`src/rtl/dta_pkg.sv`:
```
// Package for the descriptor table allocator: action and status codes,
// controller states and the command and status words between controller and datapath.
// No dependencies.
package dta_pkg;

    localparam logic [7:0] REFS_MAX = 8'd255;

    typedef enum logic [3:0] {
        ACT_CREATE  = 4'd0,
        ACT_TAKE    = 4'd1,
        ACT_DROP    = 4'd2,
        ACT_INSTALL = 4'd3,
        ACT_CLOSE   = 4'd4,
        ACT_DUP     = 4'd5,
        ACT_LOOKUP  = 4'd6,
        ACT_GETCX   = 4'd7,
        ACT_SETCX   = 4'd8,
        ACT_RELALL  = 4'd9
    } act_t;

    typedef enum logic [1:0] {
        ST_OK    = 2'd0,
        ST_INVAL = 2'd1,
        ST_FULL  = 2'd2,
        ST_BADF  = 2'd3
    } st_t;

    typedef enum logic [3:0] {
        S_IDLE,
        S_DISPATCH,
        S_REFS_CHK,
        S_CAP_D,
        S_CLOSE_R,
        S_DUP_R,
        S_DUP_E,
        S_DUP_ER,
        S_SCAN,
        S_SCAN_D,
        S_SCAN_R,
        S_SCAN_PUSH,
        S_SCAN_END,
        S_FIN
    } state_t;

    // Slot address for a read of the slot description store.
    typedef enum logic [1:0] {
        DS_FD,
        DS_NFD,
        DS_SCAN
    } dsel_t;

    // Address for a read of the count store.
    typedef enum logic {
        RS_ID,
        RS_DRD
    } rsel_t;

    // A description id held in a register.
    typedef enum logic [1:0] {
        DR_ID,
        DR_D,
        DR_E
    } dref_t;

    typedef enum logic [1:0] {
        OP_SET1,
        OP_INC,
        OP_DEC
    } rop_t;

    typedef enum logic [1:0] {
        V_FREE,
        V_NFD,
        V_CX
    } vsel_t;

    typedef struct packed {
        logic  load;
        logic  desc_rd;
        dsel_t desc_rsel;
        logic  cap_d;
        logic  cap_e;
        logic  refs_rd;
        rsel_t refs_rsel;
        logic  refs_wr;
        dref_t refs_wsel;
        rop_t  refs_op;
        logic  slot_set;
        logic  slot_set_nfd;
        dref_t slot_set_src;
        logic  slot_clr;
        logic  slot_clr_scan;
        logic  set_cx;
        logic  st_we;
        st_t   st;
        logic  val_we;
        vsel_t val_sel;
        logic  set_found;
        logic  rel_we;
        dref_t rel_sel;
        logic  scan_clr;
        logic  scan_inc;
        logic  pend_load;
        logic  pend_clr;
        logic  push;
        logic  push_pend;
        logic  push_last;
    } cmd_t;

    typedef struct packed {
        act_t act;
        logic fd_ok;
        logic nfd_in;
        logic nfd_valid;
        logic same_fd;
        logic id_ok;
        logic min_neg;
        logic free_found;
        logic refs_zero;
        logic refs_max;
        logic refs_one;
        logic scan_done;
        logic scan_valid;
        logic out_free;
        logic pend_valid;
    } stat_t;

endpackage

```
`src/rtl/dta_ram.sv`:
```
// Generic single write port, single read port RAM with registered read data.
// No dependencies.
module dta_ram #(
    parameter int WIDTH = 8,
    parameter int DEPTH = 64,
    localparam int AW = (DEPTH > 1) ? $clog2(DEPTH) : 1
) (
    input  logic             clk,
    input  logic             we,
    input  logic [AW-1:0]    waddr,
    input  logic [WIDTH-1:0] wdata,
    input  logic             re,
    input  logic [AW-1:0]    raddr,
    output logic [WIDTH-1:0] rdata
);

    logic [WIDTH-1:0] mem [DEPTH];
    logic [WIDTH-1:0] rdata_reg;

    always_ff @(posedge clk)
    begin
        if (we)
        begin
            mem[waddr] <= wdata;
        end
        if (re)
        begin
            rdata_reg <= mem[raddr];
        end
    end

    assign rdata = rdata_reg;

endmodule

```
`src/rtl/dta_ctrl.sv`:
```
// Controller state machine of the descriptor table allocator.
// Depends on dta_pkg; drives the datapath through a command word.
module dta_ctrl (
    input  logic           clk,
    input  logic           rst_n,
    input  logic           in_valid,
    output logic           in_stall,
    input  dta_pkg::stat_t stat,
    output dta_pkg::cmd_t  cmd
);
    import dta_pkg::*;

    state_t state_reg, state_next;

    always_ff @(posedge clk or negedge rst_n)
    begin
        if (!rst_n)
        begin
            state_reg <= S_IDLE;
        end
        else
        begin
            state_reg <= state_next;
        end
    end

    assign in_stall = (state_reg != S_IDLE);

    always_comb
    begin
        state_next = state_reg;
        case (state_reg)
            S_IDLE:
            begin
                if (in_valid)
                begin
                    state_next = S_DISPATCH;
                end
            end
            S_DISPATCH:
            begin
                case (stat.act)
                    ACT_CREATE, ACT_TAKE, ACT_DROP:
                        state_next = stat.id_ok ? S_REFS_CHK : S_FIN;
                    ACT_INSTALL:
                        state_next = (stat.id_ok && !stat.min_neg) ? S_REFS_CHK : S_FIN;
                    ACT_CLOSE, ACT_LOOKUP:
                        state_next = stat.fd_ok ? S_CAP_D : S_FIN;
                    ACT_DUP:
                        state_next = (stat.fd_ok && stat.nfd_in && !stat.same_fd) ?
                                     S_CAP_D : S_FIN;
                    ACT_RELALL:
                        state_next = S_SCAN;
                    default:
                        state_next = S_FIN;
                endcase
            end
            S_REFS_CHK:
                state_next = S_FIN;
            S_CAP_D:
            begin
                case (stat.act)
                    ACT_CLOSE: state_next = S_CLOSE_R;
                    ACT_DUP:   state_next = S_DUP_R;
                    default:   state_next = S_FIN;
                endcase
            end
            S_CLOSE_R:
                state_next = S_FIN;
            S_DUP_R:
            begin
                if (stat.refs_zero || stat.refs_max || !stat.nfd_valid)
                begin
                    state_next = S_FIN;
                end
                else
                begin
                    state_next = S_DUP_E;
                end
            end
            S_DUP_E:
                state_next = S_DUP_ER;
            S_DUP_ER:
                state_next = S_FIN;
            S_SCAN:
            begin
                if (stat.scan_done)
                begin
                    state_next = S_SCAN_END;
                end
                else if (stat.scan_valid)
                begin
                    state_next = S_SCAN_D;
                end
            end
            S_SCAN_D:
                state_next = S_SCAN_R;
            S_SCAN_R:
                state_next = (!stat.refs_zero && stat.refs_one) ? S_SCAN_PUSH : S_SCAN;
            S_SCAN_PUSH:
            begin
                if (!stat.pend_valid || stat.out_free)
                begin
                    state_next = S_SCAN;
                end
            end
            S_SCAN_END, S_FIN:
            begin
                if (stat.out_free)
                begin
                    state_next = S_IDLE;
                end
            end
            default:
                state_next = S_IDLE;
        endcase
    end

    always_comb
    begin
        cmd = '0;
        case (state_reg)
            S_IDLE:
                cmd.load = in_valid;
            S_DISPATCH:
            begin
                case (stat.act)
                    ACT_CREATE, ACT_TAKE, ACT_DROP:
                    begin
                        if (stat.id_ok)
                        begin
                            cmd.refs_rd = 1'b1;
                            cmd.refs_rsel = RS_ID;
                        end
                        else
                        begin
                            cmd.st_we = 1'b1;
                            cmd.st = ST_INVAL;
                        end
                    end
                    ACT_INSTALL:
                    begin
                        if (stat.id_ok && !stat.min_neg)
                        begin
                            cmd.refs_rd = 1'b1;
                            cmd.refs_rsel = RS_ID;
                        end
                        else
                        begin
                            cmd.st_we = 1'b1;
                            cmd.st = ST_INVAL;
                        end
                    end
                    ACT_CLOSE:
                    begin
                        if (stat.fd_ok)
                        begin
                            cmd.desc_rd = 1'b1;
                            cmd.desc_rsel = DS_FD;
                        end
                        else
                        begin
                            cmd.st_we = 1'b1;
                            cmd.st = ST_BADF;
                        end
                    end
                    ACT_LOOKUP:
                    begin
                        // A miss answers ok with nothing found.
                        cmd.desc_rd = stat.fd_ok;
                        cmd.desc_rsel = DS_FD;
                    end
                    ACT_DUP:
                    begin
                        if (!stat.fd_ok || !stat.nfd_in)
                        begin
                            cmd.st_we = 1'b1;
                            cmd.st = ST_BADF;
                        end
                        else if (stat.same_fd)
                        begin
                            cmd.val_we = 1'b1;
                            cmd.val_sel = V_NFD;
                        end
                        else
                        begin
                            cmd.desc_rd = 1'b1;
                            cmd.desc_rsel = DS_FD;
                        end
                    end
                    ACT_GETCX:
                    begin
                        if (stat.fd_ok)
                        begin
                            cmd.val_we = 1'b1;
                            cmd.val_sel = V_CX;
                        end
                        else
                        begin
                            cmd.st_we = 1'b1;
                            cmd.st = ST_BADF;
                        end
                    end
                    ACT_SETCX:
                    begin
                        if (stat.fd_ok)
                        begin
                            cmd.set_cx = 1'b1;
                        end
                        else
                        begin
                            cmd.st_we = 1'b1;
                            cmd.st = ST_BADF;
                        end
                    end
                    ACT_RELALL:
                        cmd.scan_clr = 1'b1;
                    default:
                    begin
                        cmd.st_we = 1'b1;
                        cmd.st = ST_INVAL;
                    end
                endcase
            end
            S_REFS_CHK:
            begin
                cmd.refs_wsel = DR_ID;
                case (stat.act)
                    ACT_CREATE:
                    begin
                        if (!stat.refs_zero)
                        begin
                            cmd.st_we = 1'b1;
                            cmd.st = ST_INVAL;
                        end
                        else
                        begin
                            cmd.refs_wr = 1'b1;
                            cmd.refs_op = OP_SET1;
                        end
                    end
                    ACT_TAKE:
                    begin
                        if (stat.refs_zero || stat.refs_max)
                        begin
                            cmd.st_we = 1'b1;
                            cmd.st = ST_INVAL;
                        end
                        else
                        begin
                            cmd.refs_wr = 1'b1;
                            cmd.refs_op = OP_INC;
                        end
                    end
                    ACT_DROP:
                    begin
                        if (stat.refs_zero)
                        begin
                            cmd.st_we = 1'b1;
                            cmd.st = ST_INVAL;
                        end
                        else
                        begin
                            cmd.refs_wr = 1'b1;
                            cmd.refs_op = OP_DEC;
                            cmd.rel_we = stat.refs_one;
                            cmd.rel_sel = DR_ID;
                        end
                    end
                    ACT_INSTALL:
                    begin
                        if (stat.refs_zero || stat.refs_max)
                        begin
                            cmd.st_we = 1'b1;
                            cmd.st = ST_INVAL;
                        end
                        else if (!stat.free_found)
                        begin
                            cmd.st_we = 1'b1;
                            cmd.st = ST_FULL;
                        end
                        else
                        begin
                            cmd.refs_wr = 1'b1;
                            cmd.refs_op = OP_INC;
                            cmd.slot_set = 1'b1;
                            cmd.slot_set_nfd = 1'b0;
                            cmd.slot_set_src = DR_ID;
                            cmd.val_we = 1'b1;
                            cmd.val_sel = V_FREE;
                        end
                    end
                    default:
                    begin
                        cmd.st_we = 1'b1;
                        cmd.st = ST_INVAL;
                    end
                endcase
            end
            S_CAP_D:
            begin
                cmd.cap_d = 1'b1;
                case (stat.act)
                    ACT_LOOKUP:
                        cmd.set_found = 1'b1;
                    ACT_CLOSE:
                    begin
                        cmd.slot_clr = 1'b1;
                        cmd.slot_clr_scan = 1'b0;
                        cmd.refs_rd = 1'b1;
                        cmd.refs_rsel = RS_DRD;
                    end
                    ACT_DUP:
                    begin
                        cmd.refs_rd = 1'b1;
                        cmd.refs_rsel = RS_DRD;
                    end
                    default:
                        cmd.cap_d = 1'b1;
                endcase
            end
            S_CLOSE_R:
            begin
                // A stale slot leaves its zero count alone.
                cmd.refs_wr = !stat.refs_zero;
                cmd.refs_wsel = DR_D;
                cmd.refs_op = OP_DEC;
                cmd.rel_we = !stat.refs_zero && stat.refs_one;
                cmd.rel_sel = DR_D;
            end
            S_DUP_R:
            begin
                if (stat.refs_zero || stat.refs_max)
                begin
                    cmd.st_we = 1'b1;
                    cmd.st = ST_INVAL;
                end
                else
                begin
                    cmd.refs_wr = 1'b1;
                    cmd.refs_wsel = DR_D;
                    cmd.refs_op = OP_INC;
                    cmd.val_we = 1'b1;
                    cmd.val_sel = V_NFD;
                    if (stat.nfd_valid)
                    begin
                        cmd.desc_rd = 1'b1;
                        cmd.desc_rsel = DS_NFD;
                    end
                    else
                    begin
                        cmd.slot_set = 1'b1;
                        cmd.slot_set_nfd = 1'b1;
                        cmd.slot_set_src = DR_D;
                    end
                end
            end
            S_DUP_E:
            begin
                // Holds the increment above if both slots share a description.
                cmd.cap_e = 1'b1;
                cmd.refs_rd = 1'b1;
                cmd.refs_rsel = RS_DRD;
            end
            S_DUP_ER:
            begin
                cmd.refs_wr = !stat.refs_zero;
                cmd.refs_wsel = DR_E;
                cmd.refs_op = OP_DEC;
                cmd.rel_we = !stat.refs_zero && stat.refs_one;
                cmd.rel_sel = DR_E;
                cmd.slot_set = 1'b1;
                cmd.slot_set_nfd = 1'b1;
                cmd.slot_set_src = DR_D;
            end
            S_SCAN:
            begin
                if (!stat.scan_done)
                begin
                    if (stat.scan_valid)
                    begin
                        cmd.slot_clr = 1'b1;
                        cmd.slot_clr_scan = 1'b1;
                        cmd.desc_rd = 1'b1;
                        cmd.desc_rsel = DS_SCAN;
                    end
                    else
                    begin
                        cmd.scan_inc = 1'b1;
                    end
                end
            end
            S_SCAN_D:
            begin
                cmd.cap_d = 1'b1;
                cmd.refs_rd = 1'b1;
                cmd.refs_rsel = RS_DRD;
            end
            S_SCAN_R:
            begin
                cmd.refs_wr = !stat.refs_zero;
                cmd.refs_wsel = DR_D;
                cmd.refs_op = OP_DEC;
                cmd.scan_inc = !(!stat.refs_zero && stat.refs_one);
            end
            S_SCAN_PUSH:
            begin
                // One release is held back so that the final one can carry last.
                if (!stat.pend_valid)
                begin
                    cmd.pend_load = 1'b1;
                    cmd.scan_inc = 1'b1;
                end
                else if (stat.out_free)
                begin
                    cmd.push = 1'b1;
                    cmd.push_pend = 1'b1;
                    cmd.pend_load = 1'b1;
                    cmd.scan_inc = 1'b1;
                end
            end
            S_SCAN_END:
            begin
                if (stat.out_free)
                begin
                    cmd.push = 1'b1;
                    cmd.push_pend = stat.pend_valid;
                    cmd.push_last = 1'b1;
                    cmd.pend_clr = 1'b1;
                end
            end
            S_FIN:
            begin
                if (stat.out_free)
                begin
                    cmd.push = 1'b1;
                    cmd.push_last = 1'b1;
                end
            end
            default:
                cmd = '0;
        endcase
    end

endmodule

```
`src/rtl/dta_datapath.sv`:
```
// Datapath of the descriptor table allocator: slot flags, the slot description
// and count stores, the lowest-free search and the result registers. Uses dta_pkg and dta_ram.
module dta_datapath #(
    parameter int SLOTS = 64,
    parameter int DESCS = 64
) (
    input  logic                 clk,
    input  logic                 rst_n,
    input  logic [3:0]           action,
    input  logic signed [7:0]    fd,
    input  logic signed [7:0]    new_fd,
    input  logic [5:0]           desc_id,
    input  logic                 flag,
    output logic                 out_valid,
    input  logic                 out_stall,
    output logic [1:0]           status,
    output logic [6:0]           value,
    output logic [5:0]           found_desc,
    output logic                 found,
    output logic                 released,
    output logic [5:0]           released_desc,
    output logic                 last,
    input  dta_pkg::cmd_t        cmd,
    output dta_pkg::stat_t       stat
);
    import dta_pkg::*;

    localparam int SW = $clog2(SLOTS);
    localparam int DW = $clog2(DESCS);

    act_t             act_reg;
    logic [7:0]       fd_reg;
    logic [7:0]       nfd_reg;
    logic [5:0]       id_reg;
    logic             flag_reg;

    logic [SLOTS-1:0] slot_valid_reg;
    logic [SLOTS-1:0] slot_cx_reg;
    logic [DESCS-1:0] refs_live_reg;
    logic             refs_rlive_reg;

    logic [DW-1:0]    d_reg;
    logic [DW-1:0]    e_reg;
    logic [SW:0]      scan_reg;
    logic             pend_valid_reg;
    logic [DW-1:0]    pend_desc_reg;

    st_t              res_st_reg;
    logic [6:0]       res_val_reg;
    logic [5:0]       res_fdesc_reg;
    logic             res_found_reg;
    logic             res_rel_reg;
    logic [5:0]       res_reld_reg;

    logic             out_valid_reg;
    st_t              out_st_reg;
    logic [6:0]       out_val_reg;
    logic [5:0]       out_fdesc_reg;
    logic             out_found_reg;
    logic             out_rel_reg;
    logic [5:0]       out_reld_reg;
    logic             out_last_reg;

    logic [SW-1:0]    fd_idx;
    logic [SW-1:0]    nfd_idx;
    logic [SW-1:0]    scan_idx;
    logic [DW-1:0]    id_idx;
    logic             fd_in;
    logic             free_found;
    logic [SW-1:0]    free_idx;

    logic             desc_we;
    logic [SW-1:0]    desc_waddr;
    logic [DW-1:0]    desc_wdata;
    logic [SW-1:0]    desc_raddr;
    logic [DW-1:0]    desc_rdata;

    logic [DW-1:0]    refs_waddr;
    logic [7:0]       refs_wdata;
    logic [DW-1:0]    refs_raddr;
    logic [7:0]       refs_rdata;
    logic [7:0]       refs_val;
    logic [DW-1:0]    rel_src;
    logic             out_free;

    assign fd_idx   = fd_reg[SW-1:0];
    assign nfd_idx  = nfd_reg[SW-1:0];
    assign scan_idx = scan_reg[SW-1:0];
    assign id_idx   = id_reg[DW-1:0];
    assign fd_in    = !fd_reg[7] && (fd_reg[6:0] < 7'(SLOTS));
    assign out_free = !out_valid_reg || !out_stall;

    // Lowest free slot at or above the minimum.
    always_comb
    begin
        free_found = 1'b0;
        free_idx = '0;
        for (int i = SLOTS - 1; i >= 0; i--)
        begin
            if (!slot_valid_reg[i] && (7'(i) >= fd_reg[6:0]))
            begin
                free_found = 1'b1;
                free_idx = SW'(i);
            end
        end
    end

    assign desc_we    = cmd.slot_set;
    assign desc_waddr = cmd.slot_set_nfd ? nfd_idx : free_idx;
    assign desc_wdata = (cmd.slot_set_src == DR_ID) ? id_idx : d_reg;

    always_comb
    begin
        case (cmd.desc_rsel)
            DS_FD:   desc_raddr = fd_idx;
            DS_NFD:  desc_raddr = nfd_idx;
            DS_SCAN: desc_raddr = scan_idx;
            default: desc_raddr = fd_idx;
        endcase
    end

    dta_ram #(
        .WIDTH (DW),
        .DEPTH (SLOTS)
    ) u_desc_ram (
        .clk   (clk),
        .we    (desc_we),
        .waddr (desc_waddr),
        .wdata (desc_wdata),
        .re    (cmd.desc_rd),
        .raddr (desc_raddr),
        .rdata (desc_rdata)
    );

    assign refs_raddr = (cmd.refs_rsel == RS_ID) ? id_idx : desc_rdata;
    assign refs_val   = refs_rlive_reg ? refs_rdata : 8'd0;

    always_comb
    begin
        case (cmd.refs_wsel)
            DR_ID:   refs_waddr = id_idx;
            DR_D:    refs_waddr = d_reg;
            DR_E:    refs_waddr = e_reg;
            default: refs_waddr = id_idx;
        endcase
    end

    always_comb
    begin
        case (cmd.refs_op)
            OP_SET1: refs_wdata = 8'd1;
            OP_INC:  refs_wdata = refs_val + 8'd1;
            OP_DEC:  refs_wdata = refs_val - 8'd1;
            default: refs_wdata = refs_val;
        endcase
    end

    dta_ram #(
        .WIDTH (8),
        .DEPTH (DESCS)
    ) u_refs_ram (
        .clk   (clk),
        .we    (cmd.refs_wr),
        .waddr (refs_waddr),
        .wdata (refs_wdata),
        .re    (cmd.refs_rd),
        .raddr (refs_raddr),
        .rdata (refs_rdata)
    );

    always_comb
    begin
        case (cmd.rel_sel)
            DR_ID:   rel_src = id_idx;
            DR_D:    rel_src = d_reg;
            DR_E:    rel_src = e_reg;
            default: rel_src = id_idx;
        endcase
    end

    always_ff @(posedge clk or negedge rst_n)
    begin
        if (!rst_n)
        begin
            slot_valid_reg <= '0;
            slot_cx_reg    <= '0;
            refs_live_reg  <= '0;
            refs_rlive_reg <= 1'b0;
            pend_valid_reg <= 1'b0;
            out_valid_reg  <= 1'b0;
            scan_reg       <= '0;
        end
        else
        begin
            if (cmd.slot_set)
            begin
                slot_valid_reg[desc_waddr] <= 1'b1;
                slot_cx_reg[desc_waddr]    <= flag_reg;
            end
            if (cmd.slot_clr)
            begin
                slot_valid_reg[cmd.slot_clr_scan ? scan_idx : fd_idx] <= 1'b0;
                slot_cx_reg[cmd.slot_clr_scan ? scan_idx : fd_idx]    <= 1'b0;
            end
            if (cmd.set_cx)
            begin
                slot_cx_reg[fd_idx] <= flag_reg;
            end
            if (cmd.refs_wr)
            begin
                refs_live_reg[refs_waddr] <= 1'b1;
            end
            if (cmd.refs_rd)
            begin
                refs_rlive_reg <= refs_live_reg[refs_raddr];
            end
            if (cmd.scan_clr)
            begin
                scan_reg <= '0;
            end
            else if (cmd.scan_inc)
            begin
                scan_reg <= scan_reg + 1'b1;
            end
            if (cmd.pend_load)
            begin
                pend_valid_reg <= 1'b1;
            end
            else if (cmd.pend_clr)
            begin
                pend_valid_reg <= 1'b0;
            end
            if (cmd.push)
            begin
                out_valid_reg <= 1'b1;
            end
            else if (!out_stall)
            begin
                out_valid_reg <= 1'b0;
            end
        end
    end

    always_ff @(posedge clk)
    begin
        if (cmd.load)
        begin
            act_reg       <= act_t'(action);
            fd_reg        <= fd;
            nfd_reg       <= new_fd;
            id_reg        <= desc_id;
            flag_reg      <= flag;
            res_st_reg    <= ST_OK;
            res_val_reg   <= '0;
            res_fdesc_reg <= '0;
            res_found_reg <= 1'b0;
            res_rel_reg   <= 1'b0;
            res_reld_reg  <= '0;
        end
        if (cmd.st_we)
        begin
            res_st_reg <= cmd.st;
        end
        if (cmd.val_we)
        begin
            case (cmd.val_sel)
                V_FREE:  res_val_reg <= 7'(free_idx);
                V_NFD:   res_val_reg <= nfd_reg[6:0];
                V_CX:    res_val_reg <= 7'(slot_cx_reg[fd_idx]);
                default: res_val_reg <= '0;
            endcase
        end
        if (cmd.set_found)
        begin
            res_found_reg <= 1'b1;
            res_fdesc_reg <= 6'(desc_rdata);
        end
        if (cmd.rel_we)
        begin
            res_rel_reg  <= 1'b1;
            res_reld_reg <= 6'(rel_src);
        end
        if (cmd.cap_d)
        begin
            d_reg <= desc_rdata;
        end
        if (cmd.cap_e)
        begin
            e_reg <= desc_rdata;
        end
        if (cmd.pend_load)
        begin
            pend_desc_reg <= d_reg;
        end
        if (cmd.push)
        begin
            out_last_reg <= cmd.push_last;
            if (cmd.push_pend)
            begin
                out_st_reg    <= ST_OK;
                out_val_reg   <= '0;
                out_fdesc_reg <= '0;
                out_found_reg <= 1'b0;
                out_rel_reg   <= 1'b1;
                out_reld_reg  <= 6'(pend_desc_reg);
            end
            else
            begin
                out_st_reg    <= res_st_reg;
                out_val_reg   <= res_val_reg;
                out_fdesc_reg <= res_fdesc_reg;
                out_found_reg <= res_found_reg;
                out_rel_reg   <= res_rel_reg;
                out_reld_reg  <= res_reld_reg;
            end
        end
    end

    assign stat.act        = act_reg;
    assign stat.fd_ok      = fd_in && slot_valid_reg[fd_idx];
    assign stat.nfd_in     = !nfd_reg[7] && (nfd_reg[6:0] < 7'(SLOTS));
    assign stat.nfd_valid  = slot_valid_reg[nfd_idx];
    assign stat.same_fd    = (fd_reg == nfd_reg);
    assign stat.id_ok      = ({1'b0, id_reg} < 7'(DESCS));
    assign stat.min_neg    = fd_reg[7];
    assign stat.free_found = free_found;
    assign stat.refs_zero  = (refs_val == 8'd0);
    assign stat.refs_max   = (refs_val == REFS_MAX);
    assign stat.refs_one   = (refs_val == 8'd1);
    assign stat.scan_done  = (scan_reg == (SW + 1)'(SLOTS));
    assign stat.scan_valid = slot_valid_reg[scan_idx];
    assign stat.out_free   = out_free;
    assign stat.pend_valid = pend_valid_reg;

    assign out_valid     = out_valid_reg;
    assign status        = out_st_reg;
    assign value         = out_val_reg;
    assign found_desc    = out_fdesc_reg;
    assign found         = out_found_reg;
    assign released      = out_rel_reg;
    assign released_desc = out_reld_reg;
    assign last          = out_last_reg;

endmodule

```
`src/rtl/descriptor_table_allocator.sv`:
```
// Descriptor table allocator, top level: the controller and the datapath.
// Depends on dta_pkg, dta_ctrl, dta_datapath and dta_ram.
//
// One word is taken at a time; in_stall is high from acceptance until the
// last result word has been loaded into the output register. Lookups and
// counts go through the registered reads of the slot description and count
// RAMs, one after the other; duplicate over an occupied slot is the longest
// single result. Release all walks every slot. The lowest-free search of
// install is a combinational priority encoder over the slot flags. No
// clearing pass is needed after reset: the counts carry one live bit each.
module descriptor_table_allocator #(
    parameter int SLOTS = 64,
    parameter int DESCS = 64
) (
    input  logic              clk,
    input  logic              rst_n,
    input  logic              in_valid,
    output logic              in_stall,
    input  logic [3:0]        action,
    input  logic signed [7:0] fd,
    input  logic signed [7:0] new_fd,
    input  logic [5:0]        desc_id,
    input  logic              flag,
    output logic              out_valid,
    input  logic              out_stall,
    output logic [1:0]        status,
    output logic [6:0]        value,
    output logic [5:0]        found_desc,
    output logic              found,
    output logic              released,
    output logic [5:0]        released_desc,
    output logic              last
);
    import dta_pkg::*;

    cmd_t  cmd;
    stat_t stat;

    dta_ctrl u_ctrl (
        .clk      (clk),
        .rst_n    (rst_n),
        .in_valid (in_valid),
        .in_stall (in_stall),
        .stat     (stat),
        .cmd      (cmd)
    );

    dta_datapath #(
        .SLOTS (SLOTS),
        .DESCS (DESCS)
    ) u_datapath (
        .clk           (clk),
        .rst_n         (rst_n),
        .action        (action),
        .fd            (fd),
        .new_fd        (new_fd),
        .desc_id       (desc_id),
        .flag          (flag),
        .out_valid     (out_valid),
        .out_stall     (out_stall),
        .status        (status),
        .value         (value),
        .found_desc    (found_desc),
        .found         (found),
        .released      (released),
        .released_desc (released_desc),
        .last          (last),
        .cmd           (cmd),
        .stat          (stat)
    );

endmodule
```
`config.mk`:
```
export PLATFORM = sky130hd
export DESIGN_NAME = descriptor_table_allocator
export DESIGN_NICKNAME = d
export VERILOG_FILES = /design/src/rtl/dta_pkg.sv /design/src/rtl/dta_ram.sv /design/src/rtl/dta_ctrl.sv /design/src/rtl/dta_datapath.sv /design/src/rtl/descriptor_table_allocator.sv
export SDC_FILE = /design/constraint.sdc
export NUM_CORES = 2
export LEC_CHECK = 0
export BUFFER_PORTS_ARGS = -buffer_cell sky130_fd_sc_hd__buf_2
export CORE_MARGIN = 5
export CORE_UTILIZATION = 59
export DETAILED_ROUTE_END_ITERATION = 10
export PLACE_DENSITY_LB_ADDON = 0.25
export SYNTH_ARGS = -nofsm -noshare
export SYNTH_HDL_FRONTEND = slang
export SYNTH_SLANG_ARGS = --single-unit
```
`constraint.sdc`:
```
create_clock -name clk -period 7.9 [get_ports clk]
set_clock_uncertainty 0.15 [all_clocks]
set_input_delay 0.79 -clock clk [delete_from_list [all_inputs] [get_ports clk]]
set_output_delay 0.79 -clock clk [all_outputs]
set_load 0.03 [all_outputs]
```
==> results by group <==
Min path
  – Hold path depth: 1
  – Worst Hold Class: primary input to flop

Routing
  – Post-route ant nets: 0
  – Via-to-Cell Ratio: 7.00
  – Final wirelength: 166 mm
  – Remaining DRCs: 0
  – DRT iter0 DRCs: 5535
  – Drt wl/cell: 31.1 um
  – Pre-antenna DRT Iters: 8
  – Total number of vias: 37300

Power and ir drop
  – Leakage power: 0.0209 uW
  – P per Cell Area: 324 mW/mm^2
  – Maximum vdd drop: 0.000217 V

Timing
  – Least-Margin Pin Slew: 1340 ps
  – Fmax: 157 MHz
  – Final worst slack: 1530 ps
  – RSZ-0062 raised after global routing: no
  – Fin. Hold Viols: 0
  – # setup viols final: 0
  – Max Transition Viols Final: 0
  – Min Tclk post-route: 6370 ps
  – Total negative slack: 0 ps
  – Slew margin rel.: 11.0%
  – Final cycle utilization of the critical path: 80.7%

Worst setup path
  – Crit end category: flop
  – Flop-to-flop setup slack: 1530 ps
  – Startpoint types: flop
  – CP arrival: 6680 ps
  – Worst Reg-to-Reg Cells: 18
  – CP Max Fanout: 29
  – CP Data Required Time: 8210 ps
  – Crit Path Category: flop to flop

Synth
  – Seq/Total Area, Yosys: 64.1%
  – Mapped Cells: 3969
  – Area fraction of the dominant cell type after synthesis: 54.6%
  – Cell variety after synth: 109
  – Ys async rst share: 17.1%
  – Synth Flop Type: edfxtp_1
  – Synth area leader: edfxtp_1
  – Syn_area_per_cell: 13.9 um^2
  – Yosys warnings: 0
  – Area contributors post-synth: edfxtp_1 55%, dfrtp_1 9.4%, mux4_2 8.2%, nand2_1 3.0%, mux2i_1 2.8%
  – Cell Area, Synth: 0.0550 mm^2
  – Mapped Nets: 4012
  – #FFs+latches synth: 1208
  – Post-synth EDFFs: 1000

Clocking
  – CTS Sinks: 1208
  – Post-CTS Resized: 0
  – Clock-pin slew on the worst setup and hold paths: 70 ps
  – CTS tree: yes
  – Worst skew pair latency: 750 ps
  – Root Driver: clkbuf_16
  – CTS buffer count: 117
  – CTS Hold Buffers Added: 1
  – H-Tree Depth: 3
  – Post-CTS Setup Inserts: 0
  – Worst-case clock buffer depth: 3

Layout
  – NumNets Final: 4013
  – P&R area growth vs syn: 10.3%
  – Fill cells: 6516
  – Most flop-heavy register: u_datapath.u_refs_ram.mem
  – Biggest regs: u_datapath.u_refs_ram.mem x512, u_datapath.u_desc_ram.mem x384
  – Ant diodes: 0
  – Max FFs per register: 512
  – Layout cell share with drive strength beyond 1: 16.1%

Place
  – HPWL Detailed: 108 mm
  – Routability Congestion: 1.03
  – Pre-CTS WS: 1720 ps
  – Input/output buffers: 56

Outcome
  – Status: completed

Global routing
  – Global-route wire length before repair: 243 mm
  – Gr usage total: 33.2%
  – Vias in the first global route: 35500
  – Total grt overflow: 0
  – Initial antenna violation count: 6
  – Pin count of the biggest net entering global routing: 144

Floorplanning
  – Starting Density: 59.2%
  – Row cnt: 112
  – Core Box Area: 0.0929 mm^2
  – Die height: 315 um
  – Die Width: 315 um
  – Die area: 0.0994 mm^2
  – Ports: 57

Job
  – Max-cap violation count: 0
-- power breakdown --
| part | leakage, uW | switching (uW) | internal [uW] | total (uW) |
|---|---|---|---|---|
| Clock | 0.00188 | 2440 | 3200 | 5640 |
| Combinational | 0.00692 | 3750 | 1940 | 5690 |
| Sequential | 0.0121 | 584 | 7740 | 8330 |
-- path summary, 6_finish.rpt --
kind / start / to
min reg2reg: u_datapath.res_rel_reg / u_datapath.res_rel_reg
max in group asynchronous: rst_n / u_datapath.refs_live_reg[17]
min: new_fd[4] / u_datapath.nfd_reg[4]
max: u_datapath.scan_reg[0] / u_datapath.u_desc_ram.rdata[5]
min in group asynchronous: rst_n / u_datapath.slot_cx_reg[38]
max reg2reg: u_datapath.scan_reg[0] / u_datapath.u_desc_ram.rdata[5]
-- stage by stage --
step,cells,instance area (um^2),hold slack [ps],power (uW),util (%)
floorplan,3969,55000,265,11900,-
global placement,5104,56800,278,13900,61.1
detailed placement,5104,56800,282,14000,61.1
CTS,5323,60600,49.5,19600,65.3
global route,5323,60600,56.3,20400,65.3
finish,5323,60600,86.4,19700,65.3
-- cell usage after synthesis, drive strengths merged, types with 31 or more instances --
library cell	n
clkbuf	141
nor2b	47
a21oi	112
dfrtp	206
o21bai	66
edfxtp	1000
nand2	447
nand3	136
o21ai	112
o22ai	77
nor3	31
and2	47
a32oi	32
buf	138
nand2b	35
inv	42
mux2i	153
nor2	254
a211oi	70
mux4	199
o21a	50
a22oi	55
a31oi	87
-- metal layers --
layer,up-vias,track usage [%],share of wire [%]
met2,2607,45.6,42
met1,18800,50.9,40
met4,2,11.7,4.0
li1,15500,-,-
met5,-,0,0.0078
met3,405,10.1,13
-- logic make-up after synthesis --
family | Yosys count | share of synthesized area, %
DFF | 1208 | 64.1
and+or+nand+nor | 1129 | 9.60
AOI/OAI and AO/OA | 901 | 11.7
muxes | 380 | 11.5
buffers and inverters | 321 | 2.55
xor gates and xnor gates | 18 | 0.287
adders and majority gates | 12 | 0.273
-- layout make-up --
cell class	instances	area, um^2	area share, %
well taps	1254	1570	2.59
multi-input cells	2440	18600	30.8
clock inverters	60	672	1.11
repair buffers	161	1170	1.93
inverters	42	158	0.260
flip-flops and latches	1208	35200	58.1
clock buffers	158	3190	5.26
-- cell usage in the layout (no fill, tap or decap), drive strengths merged, types with 15 or more instances in the layout --
cell type / count
nor2b: 47
nand2b: 35
nand2: 447
a211o: 17
and2: 47
o21bai: 66
a211oi: 70
buf: 160
a22oi: 55
xnor2: 15
and3: 18
clkbuf: 158
or3: 20
inv: 49
nand4: 19
edfxtp: 1000
o21ai: 112
a21oi: 112
dfrtp: 206
o22ai: 77
a31oi: 87
a21o: 20
a32oi: 32
nor2: 254
mux2: 28
nor3: 31
o21a: 50
or2: 20
o211ai: 30
clkinv: 39
nand3: 136
mux4: 199
mux2i: 153
o22a: 27
-- critical path: stages, from the launching register on --
cell and delay [ps]:
dfrtp_1 830, inv_1 200, ha_1 260, nand2_1 70, o311ai_1 160, or2_2 350, a31oi_2 480, a21oi_1 80
buf_4 220, ha_1 700, nor2_1 180, a21oi_4 280, buf_4 540, mux4_2 580, nor2b_1 150, a211oi_1 300
a211oi_1 110, a211oi_1 320, a21oi_1 80
Note: power is estimated with default switching activity, not from simulation.
